==> config.mk <==
export PLATFORM = sky130hd
export DESIGN_NAME = sha256_stream_hasher
export DESIGN_NICKNAME = d
export VERILOG_FILES = /design/src/sv/sha_pkg.sv /design/src/sv/sha_datapath.sv /design/src/sv/sha_ctrl.sv /design/src/sv/sha256_stream_hasher.sv
export SDC_FILE = /design/constraint.sdc
export NUM_CORES = 2
export LEC_CHECK = 0
export BUFFER_PORTS_ARGS = -buffer_cell sky130_fd_sc_hd__buf_4
export CAP_MARGIN = 20
export CORE_MARGIN = 2
export CORE_UTILIZATION = 59
export CTS_CLUSTER_SIZE = 28
export DETAILED_ROUTE_END_ITERATION = 8
export PLACE_DENSITY = 0.78
export SYNTH_ARGS = -nofsm -noshare
export SYNTH_HDL_FRONTEND = slang
export SYNTH_HIERARCHICAL = 1
export SYNTH_SLANG_ARGS = --single-unit
==> constraint.sdc <==
create_clock -name clk -period 9.7 [get_ports clk]
set_input_delay 0.97 -clock clk [delete_from_list [all_inputs] [get_ports clk]]
set_output_delay 0.97 -clock clk [all_outputs]
set_load 0.01 [all_outputs]
==> src/sv/sha_pkg.sv <==
// ----------------------------------------------------------------------------
// SHA-256 package
// Shared types, constants and a rotate helper for the stream hasher.
// ----------------------------------------------------------------------------
`default_nettype none

package sha_pkg;

	typedef struct packed {
		logic       operation;
		logic [7:0] data_byte;
	} in_beat_t;

	typedef struct packed {
		logic [31:0] digest_word;
		logic [2:0]  word_index;
		logic        last;
	} out_beat_t;

	localparam logic OP_ABSORB = 1'b0;
	localparam logic OP_FINISH = 1'b1;

	localparam logic [7:0] PAD_MARK = 8'h80;
	localparam logic [5:0] LEN_POS  = 6'd56;

	typedef enum logic [2:0] {
		ST_IDLE,
		ST_ROUND,
		ST_FOLD,
		ST_PAD,
		ST_EMIT
	} ctl_state_t;

	typedef struct packed {
		logic       wr_byte;
		logic [7:0] wr_data;
		logic       count_byte;
		logic       load;
		logic       round;
		logic       fold;
		logic       reinit;
		logic [5:0] rnd;
		logic [2:0] out_sel;
	} dp_cmd_t;

	typedef struct packed {
		logic [5:0] fill;
		logic [7:0] len_byte;
	} dp_stat_t;

	localparam logic [31:0] INIT_H [8] = '{
		32'h6a09e667, 32'hbb67ae85, 32'h3c6ef372, 32'ha54ff53a,
		32'h510e527f, 32'h9b05688c, 32'h1f83d9ab, 32'h5be0cd19
	};

	localparam logic [31:0] ROUND_K [64] = '{
		32'h428a2f98, 32'h71374491, 32'hb5c0fbcf, 32'he9b5dba5,
		32'h3956c25b, 32'h59f111f1, 32'h923f82a4, 32'hab1c5ed5,
		32'hd807aa98, 32'h12835b01, 32'h243185be, 32'h550c7dc3,
		32'h72be5d74, 32'h80deb1fe, 32'h9bdc06a7, 32'hc19bf174,
		32'he49b69c1, 32'hefbe4786, 32'h0fc19dc6, 32'h240ca1cc,
		32'h2de92c6f, 32'h4a7484aa, 32'h5cb0a9dc, 32'h76f988da,
		32'h983e5152, 32'ha831c66d, 32'hb00327c8, 32'hbf597fc7,
		32'hc6e00bf3, 32'hd5a79147, 32'h06ca6351, 32'h14292967,
		32'h27b70a85, 32'h2e1b2138, 32'h4d2c6dfc, 32'h53380d13,
		32'h650a7354, 32'h766a0abb, 32'h81c2c92e, 32'h92722c85,
		32'ha2bfe8a1, 32'ha81a664b, 32'hc24b8b70, 32'hc76c51a3,
		32'hd192e819, 32'hd6990624, 32'hf40e3585, 32'h106aa070,
		32'h19a4c116, 32'h1e376c08, 32'h2748774c, 32'h34b0bcb5,
		32'h391c0cb3, 32'h4ed8aa4a, 32'h5b9cca4f, 32'h682e6ff3,
		32'h748f82ee, 32'h78a5636f, 32'h84c87814, 32'h8cc70208,
		32'h90befffa, 32'ha4506ceb, 32'hbef9a3f7, 32'hc67178f2
	};

	function automatic logic [31:0] ror32(input logic [31:0] x, input int unsigned n);
		ror32 = (x >> n) | (x << (32 - n));
	endfunction

endpackage

`default_nettype wire

==> src/sv/sha_datapath.sv <==
// ----------------------------------------------------------------------------
// SHA-256 datapath
// Schedule window (which also collects the block bytes), working variables,
// hash words and message length.
// ----------------------------------------------------------------------------
`default_nettype none

module sha_datapath (
	input  wire logic              clk,
	input  wire logic              arst_n,
	input  wire sha_pkg::dp_cmd_t  cmd,
	output sha_pkg::dp_stat_t      stat,
	output logic [31:0]            word_out
);
	import sha_pkg::*;

	logic [31:0] w_q [16];
	logic [31:0] v_q [8];
	logic [31:0] h_q [8];
	logic [5:0]  fill_q;
	logic [63:0] bytes_q;

	logic [31:0] w_cur, w_new, s0, s1, t1, t2, e, a;
	logic [63:0] bits;

	always_comb begin
		s1 = ror32(w_q[14], 17) ^ ror32(w_q[14], 19) ^ (w_q[14] >> 10);
		s0 = ror32(w_q[1], 7) ^ ror32(w_q[1], 18) ^ (w_q[1] >> 3);
		w_new = s1 + w_q[9] + s0 + w_q[0];
		w_cur = (cmd.rnd < 6'd16) ? w_q[0] : w_new;
		e = v_q[4];
		a = v_q[0];
		t1 = v_q[7] + (ror32(e, 6) ^ ror32(e, 11) ^ ror32(e, 25)) +
			((e & v_q[5]) ^ (~e & v_q[6])) + ROUND_K[cmd.rnd] + w_cur;
		t2 = (ror32(a, 2) ^ ror32(a, 13) ^ ror32(a, 22)) +
			((a & v_q[1]) ^ (a & v_q[2]) ^ (v_q[1] & v_q[2]));
		bits = {bytes_q[60:0], 3'b000};
	end

	always_ff @(posedge clk) begin
		if (cmd.wr_byte) begin
			case (fill_q[1:0])
				2'd0: w_q[fill_q[5:2]][31:24] <= cmd.wr_data;
				2'd1: w_q[fill_q[5:2]][23:16] <= cmd.wr_data;
				2'd2: w_q[fill_q[5:2]][15:8]  <= cmd.wr_data;
				default: w_q[fill_q[5:2]][7:0] <= cmd.wr_data;
			endcase
		end else if (cmd.round) begin
			for (int i = 0; i < 15; i++) begin
				w_q[i] <= w_q[i+1];
			end
			w_q[15] <= w_cur;
		end
	end

	always_ff @(posedge clk or negedge arst_n) begin
		if (!arst_n) begin
			fill_q  <= '0;
			bytes_q <= '0;
			h_q     <= INIT_H;
			v_q     <= INIT_H;
		end else begin
			if (cmd.wr_byte) begin
				fill_q <= fill_q + 6'd1;
			end
			if (cmd.count_byte) begin
				bytes_q <= bytes_q + 64'd1;
			end
			if (cmd.load) begin
				v_q <= h_q;
			end else if (cmd.round) begin
				v_q[7] <= v_q[6];
				v_q[6] <= v_q[5];
				v_q[5] <= v_q[4];
				v_q[4] <= v_q[3] + t1;
				v_q[3] <= v_q[2];
				v_q[2] <= v_q[1];
				v_q[1] <= v_q[0];
				v_q[0] <= t1 + t2;
			end
			if (cmd.fold) begin
				for (int i = 0; i < 8; i++) begin
					h_q[i] <= h_q[i] + v_q[i];
				end
			end
			if (cmd.reinit) begin
				h_q     <= INIT_H;
				bytes_q <= '0;
				fill_q  <= '0;
			end
		end
	end

	always_comb begin
		stat.fill     = fill_q;
		stat.len_byte = bits[8*(7 - (fill_q[2:0])) +: 8];
		word_out      = h_q[cmd.out_sel];
	end

endmodule

`default_nettype wire

==> src/sv/sha_ctrl.sv <==
// ----------------------------------------------------------------------------
// SHA-256 controller
// Sequences absorption, padding, rounds and digest output.
// ----------------------------------------------------------------------------
`default_nettype none

module sha_ctrl (
	input  wire logic               clk,
	input  wire logic               arst_n,
	input  wire sha_pkg::in_beat_t  in_data,
	input  wire logic               in_valid,
	output logic                    in_stall,
	output logic                    out_valid,
	input  wire logic               out_stall,
	output logic [2:0]              out_idx,
	output sha_pkg::dp_cmd_t        cmd,
	input  wire sha_pkg::dp_stat_t  stat
);
	import sha_pkg::*;

	ctl_state_t state_q, state_d;
	logic [5:0] rnd_q;
	logic [2:0] idx_q;
	logic       fin_q, len_ok_q;
	logic       full;

	assign full = (stat.fill == 6'd63);

	always_comb begin
		state_d = state_q;
		case (state_q)
			ST_IDLE: begin
				if (in_valid) begin
					if (in_data.operation == OP_FINISH) begin
						state_d = full ? ST_ROUND : ST_PAD;
					end else if (full) begin
						state_d = ST_ROUND;
					end
				end
			end
			ST_ROUND: if (rnd_q == 6'd63) state_d = ST_FOLD;
			ST_FOLD: begin
				if (!fin_q) begin
					state_d = ST_IDLE;
				end else if (len_ok_q) begin
					state_d = ST_EMIT;
				end else begin
					state_d = ST_PAD;
				end
			end
			ST_PAD: begin
				if (full) begin
					state_d = ST_ROUND;
				end
			end
			ST_EMIT: if (!out_stall && idx_q == 3'd7) state_d = ST_IDLE;
			default: state_d = ST_IDLE;
		endcase
	end

	always_comb begin
		cmd = '0;
		cmd.rnd = rnd_q;
		cmd.out_sel = idx_q;
		in_stall = (state_q != ST_IDLE);
		out_valid = (state_q == ST_EMIT);
		out_idx = idx_q;
		case (state_q)
			ST_IDLE: begin
				if (in_valid) begin
					cmd.wr_byte = 1'b1;
					cmd.load = full;
					if (in_data.operation == OP_FINISH) begin
						cmd.wr_data = PAD_MARK;
					end else begin
						cmd.wr_data = in_data.data_byte;
						cmd.count_byte = 1'b1;
					end
				end
			end
			ST_ROUND: cmd.round = 1'b1;
			ST_FOLD:  cmd.fold = 1'b1;
			ST_PAD: begin
				cmd.wr_byte = 1'b1;
				cmd.load = full;
				cmd.wr_data = (len_ok_q && stat.fill >= LEN_POS) ? stat.len_byte : 8'h00;
			end
			ST_EMIT: cmd.reinit = !out_stall && idx_q == 3'd7;
			default: ;
		endcase
	end

	always_ff @(posedge clk or negedge arst_n) begin
		if (!arst_n) begin
			state_q  <= ST_IDLE;
			rnd_q    <= '0;
			idx_q    <= '0;
			fin_q    <= 1'b0;
			len_ok_q <= 1'b0;
		end else begin
			state_q <= state_d;
			if (state_q == ST_ROUND) begin
				rnd_q <= rnd_q + 6'd1;
			end
			if (state_q == ST_IDLE && in_valid && in_data.operation == OP_FINISH) begin
				fin_q    <= 1'b1;
				len_ok_q <= (stat.fill < LEN_POS);
			end
			if (state_q == ST_FOLD && fin_q && !len_ok_q) begin
				len_ok_q <= 1'b1;
			end
			if (state_q == ST_EMIT && !out_stall) begin
				idx_q <= idx_q + 3'd1;
				if (idx_q == 3'd7) begin
					fin_q    <= 1'b0;
					len_ok_q <= 1'b0;
				end
			end
		end
	end

	assert property (@(posedge clk) disable iff (!arst_n)
		state_q == ST_ROUND |-> !cmd.wr_byte) else $error("write during rounds");
	assert property (@(posedge clk) disable iff (!arst_n)
		out_valid |-> in_stall) else $error("input open during output");
	assert property (@(posedge clk) disable iff (!arst_n)
		$rose(out_valid) |-> idx_q == 3'd0) else $error("digest not from word 0");

endmodule

`default_nettype wire

==> src/sv/sha256_stream_hasher.sv <==
// An absorb beat writes one byte; one that fills a block then stalls the input through the rounds and fold.
// A finish beat pads one byte a cycle, runs the rounds and fold for each final block
// (one or two), then gives eight output beats, one per cycle without stall.
// Throughput is set by the one-round-per-cycle compression, during which the input stalls.
// Asynchronous active-low reset restores initial hash values and clears counts.
// ----------------------------------------------------------------------------
// SHA-256 stream hasher
// Byte-serial SHA-256 engine with a controller and a datapath.
// ----------------------------------------------------------------------------
`default_nettype none

module sha256_stream_hasher (
	input  wire logic               clk,
	input  wire logic               arst_n,
	input  wire logic               in_valid,
	output logic                    in_stall,
	input  wire sha_pkg::in_beat_t  in_data,
	output logic                    out_valid,
	input  wire logic               out_stall,
	output sha_pkg::out_beat_t      out_data
);
	import sha_pkg::*;

	dp_cmd_t    cmd;
	dp_stat_t   stat;
	logic [31:0] word;
	logic [2:0]  idx;

	sha_ctrl u_ctrl (
		.clk, .arst_n, .in_data, .in_valid, .in_stall,
		.out_valid, .out_stall, .out_idx(idx), .cmd, .stat
	);

	sha_datapath u_dp (
		.clk, .arst_n, .cmd, .stat, .word_out(word)
	);

	always_comb begin
		out_data.digest_word = word;
		out_data.word_index  = idx;
		out_data.last        = (idx == 3'd7);
	end

endmodule

`default_nettype wire
==> results.ini <==
[place]
dpl.hpwl_um = 188000
place_ws_ps = -680
gp_congestion = 1.03
placed_area_sq_um = 81600
portBuffers = 50

[synth]
synth-edff-count = 512
syn-cell-area_sq_um = 77400
async_flop_share_pct = 53.7
syn_inst = 7901
synth.avg_cell_area_sq_um = 9.79
synthTopCellsByCount = nand2_1 (868), o21ai_0 (651), a21o_1 (548), edfxtp_1 (512), nor2_1 (495)
synth.yosys.warnings = 6
synthTopCellsByArea = edfxtp_1 (20%), dfrtp_1 (10%), dfstp_2 (9.2%), ha_1 (6.5%), a21o_1 (5.3%)
syn-num-nets = 8509
ys_seq_area_share_pct = 39.5
post-synth-top-area-fraction_pct = 19.9
yosysTopAreaCell = edfxtp_1
synthFlopType = edfxtp_1
synth_most_common_cell = nand2_1
synth-seq-cells = 1105
synth.distinct_cells = 105

[timing]
finalSetupTns_ps = -110
worstMarginPinSlew_ps = 1210
relSlewSlack_pct = 19.1
hold_violations = 0
clock_skew_ps = 47.1
finalSetupViolCount = 3
timing.final.ws_setup_ps = -78.6
post-route-period-util_pct = 101
fin_crit_ps = 9780
drv_slew = 0
fin_hold_ws_ps = 262
rsz0062_at_grt = true
max_freq_mhz = 102

[critical_path]
cpMaxStageDelayCell = fa_1
end_kind = register
r2r_start = u_dp/w_q[14][20]
cpPeakStageDelay_ps = 560
rr_endpoint = u_dp/a[31]
path_common_cell = a21o_1
reg2reg_depth = 43
worstPathArrival_ps = 10480
worst_setup_path_start_kind = register
critical_path_class = register to register
ff2ff_setup_slack_ps = -80
cp_max_fo = 4
required_ps = 10400

[final_layout]
drive_gt1_share_pct = 17.8
synthToLayoutAreaGrowth_pct = 13.3
fill_cells = 10153
fin_nets = 8720
stdcell_area_sq_um = 87600

[routing]
wl_um = 260000
route.vias.total = 64564
wl_per_cell_um = 26.1
drt-pass1-iter-count = 7
vias_per_cell = 6.48
drt_iter0_drc = 8190
drc = 0
ant_nets = 0

[clocking]
cts_tree = yes
clkTransAtPathRegs_ps = 70
hold_buffers = 0
cts_buffers = 118
clk_latency_ps = 770
h-tree-depth = 3
cts_buffer_depth = 3
clock-sinks = 1105
cts_root_buf = clkbuf_16

[die]
initial_core_util_pct = 59.6
die_h_um = 366
die_w_um = 366
floorplan.core_area_sq_um = 130000
die_area_sq_um = 134000
num_rows = 132
ioPinCount = 51

[global_routing]
grt_pass1_wl_um = 388000
track_usage_pct = 37.8
antenna_found_initial = 11
overflow = 0
grt_max_degree = 245
grt_pass1_vias = 61641

[flow_run]
timing.max_cap.violations = 0

[run_status]
status = finished, violations left
violations = setup timing

[hold_path]
hp-class = primary input to asynchronous set/reset pin

-- cell type report --
cell class | count | area, sq um | area share, %
Antenna cell | 3 | 7.51 | 0.00857
Clock buffer | 149 | 3250 | 3.70
Tap cell | 1742 | 2180 | 2.49
Inverter | 408 | 1540 | 1.75
Timing Repair Buffer | 561 | 4330 | 4.94
Clock inverter | 74 | 885 | 1.01
Sequential cell | 1105 | 30600 | 34.9
Multi-Input combinational cell | 5918 | 44900 | 51.2
-- cell usage in the layout (no fill, tap or decap), types with 364 or more instances in the layout --
| cell | instances |
|---|---|
| a21o_1 | 548 |
| a21oi_1 | 403 |
| buf_4 | 508 |
| edfxtp_1 | 512 |
| ha_1 | 370 |
| inv_1 | 387 |
| nand2_1 | 860 |
| nor2_1 | 487 |
| o21ai_0 | 627 |
| xnor2_1 | 364 |
-- registers in the layout, summed over array words and instances (netlist names) --
signal	flops
u_dp/e	32
u_ctrl/state_q	3
u_dp/w_q	512
u_ctrl/rnd_q	6
u_ctrl/out_idx	3
u_dp/bytes_q	61
u_dp/v_q	192
u_dp/a	32
u_ctrl/len_ok_q	1
u_ctrl/fin_q	1
u_dp/fill_q	6
u_dp/h_q	256
-- worst max path at each step --
stage	start	cells after the start	endpoint	slack, ps
after floorplan	u_dp/w_q[14][20]	45	u_dp/a[27]	100
after global placement	u_dp/w_q[14][20]	44	u_dp/a[31]	-550
after detailed placement	u_dp/w_q[14][20]	46	u_dp/a[31]	-680
after CTS	u_dp/w_q[14][20]	45	u_dp/a[31]	-150
after global routing	u_dp/w_q[14][20]	45	u_dp/a[31]	-400
final	u_dp/w_q[14][20]	43	u_dp/a[31]	-80
-- worst max-delay path: cells and delay by family (launching register included) --
kind	cells	cell delay, ps
buffers and inverters	7	550
adder cells (fa/ha/maj)	9	3710
flip-flops	1	450
AND/OR/NAND/NOR	5	830
XOR/XNOR	3	470
AO/OA/AOI/OAI	19	3700
-- cells by family (layout without fill, tap and decap cells) --
logic type,count (synthesis),in the layout,share of synthesized area [%]
compound gates,2283,2283,18.9
simple gates,1972,1972,11.4
flops,1105,1105,39.5
buf+inv,878,1192,4.30
fa+ha+maj,599,599,11.6
xor+xnor,586,586,6.65
mux,478,478,7.68
other cells,0,3,0
-- metal layers --
| layer | global-route usage, % | part of all wire (%) | vias to the layer above | routed length (um) |
|---|---|---|---|---|
| li1 | - | - | 28606 | - |
| met1 | 51.8 | 40 | 31982 | 104000 |
| met2 | 57.9 | 45 | 3309 | 116000 |
| met3 | 8.68 | 10 | 655 | 26800 |
| met4 | 16.2 | 4.9 | 12 | 12800 |
| met5 | 0 | 0.031 | - | 80 |
-- what timing repair did --
action / 4_1_cts / 5_1_grt
resized for setup: 89 / 196
buffers inserted: 17 / 32
endpoints found under the setup margin: 24 / 29
pin swaps: 57 / 127
-- per-stage QoR --
| step | instances | utilization (%) |
|---|---|---|
| 2_1_floorplan | 7901 | - |
| 3_3_place_gp | 9661 | 62.8 |
| 3_5_place_dp | 9671 | 62.9 |
| 4_1_cts | 9910 | 66.5 |
| 5_1_grt | 9957 | 67.5 |
| 6_report | 9960 | 67.5 |
Power is left out: the tool's default activity adds up to more than one toggle a clock period on the data nets, which glitch-free logic cannot reach.
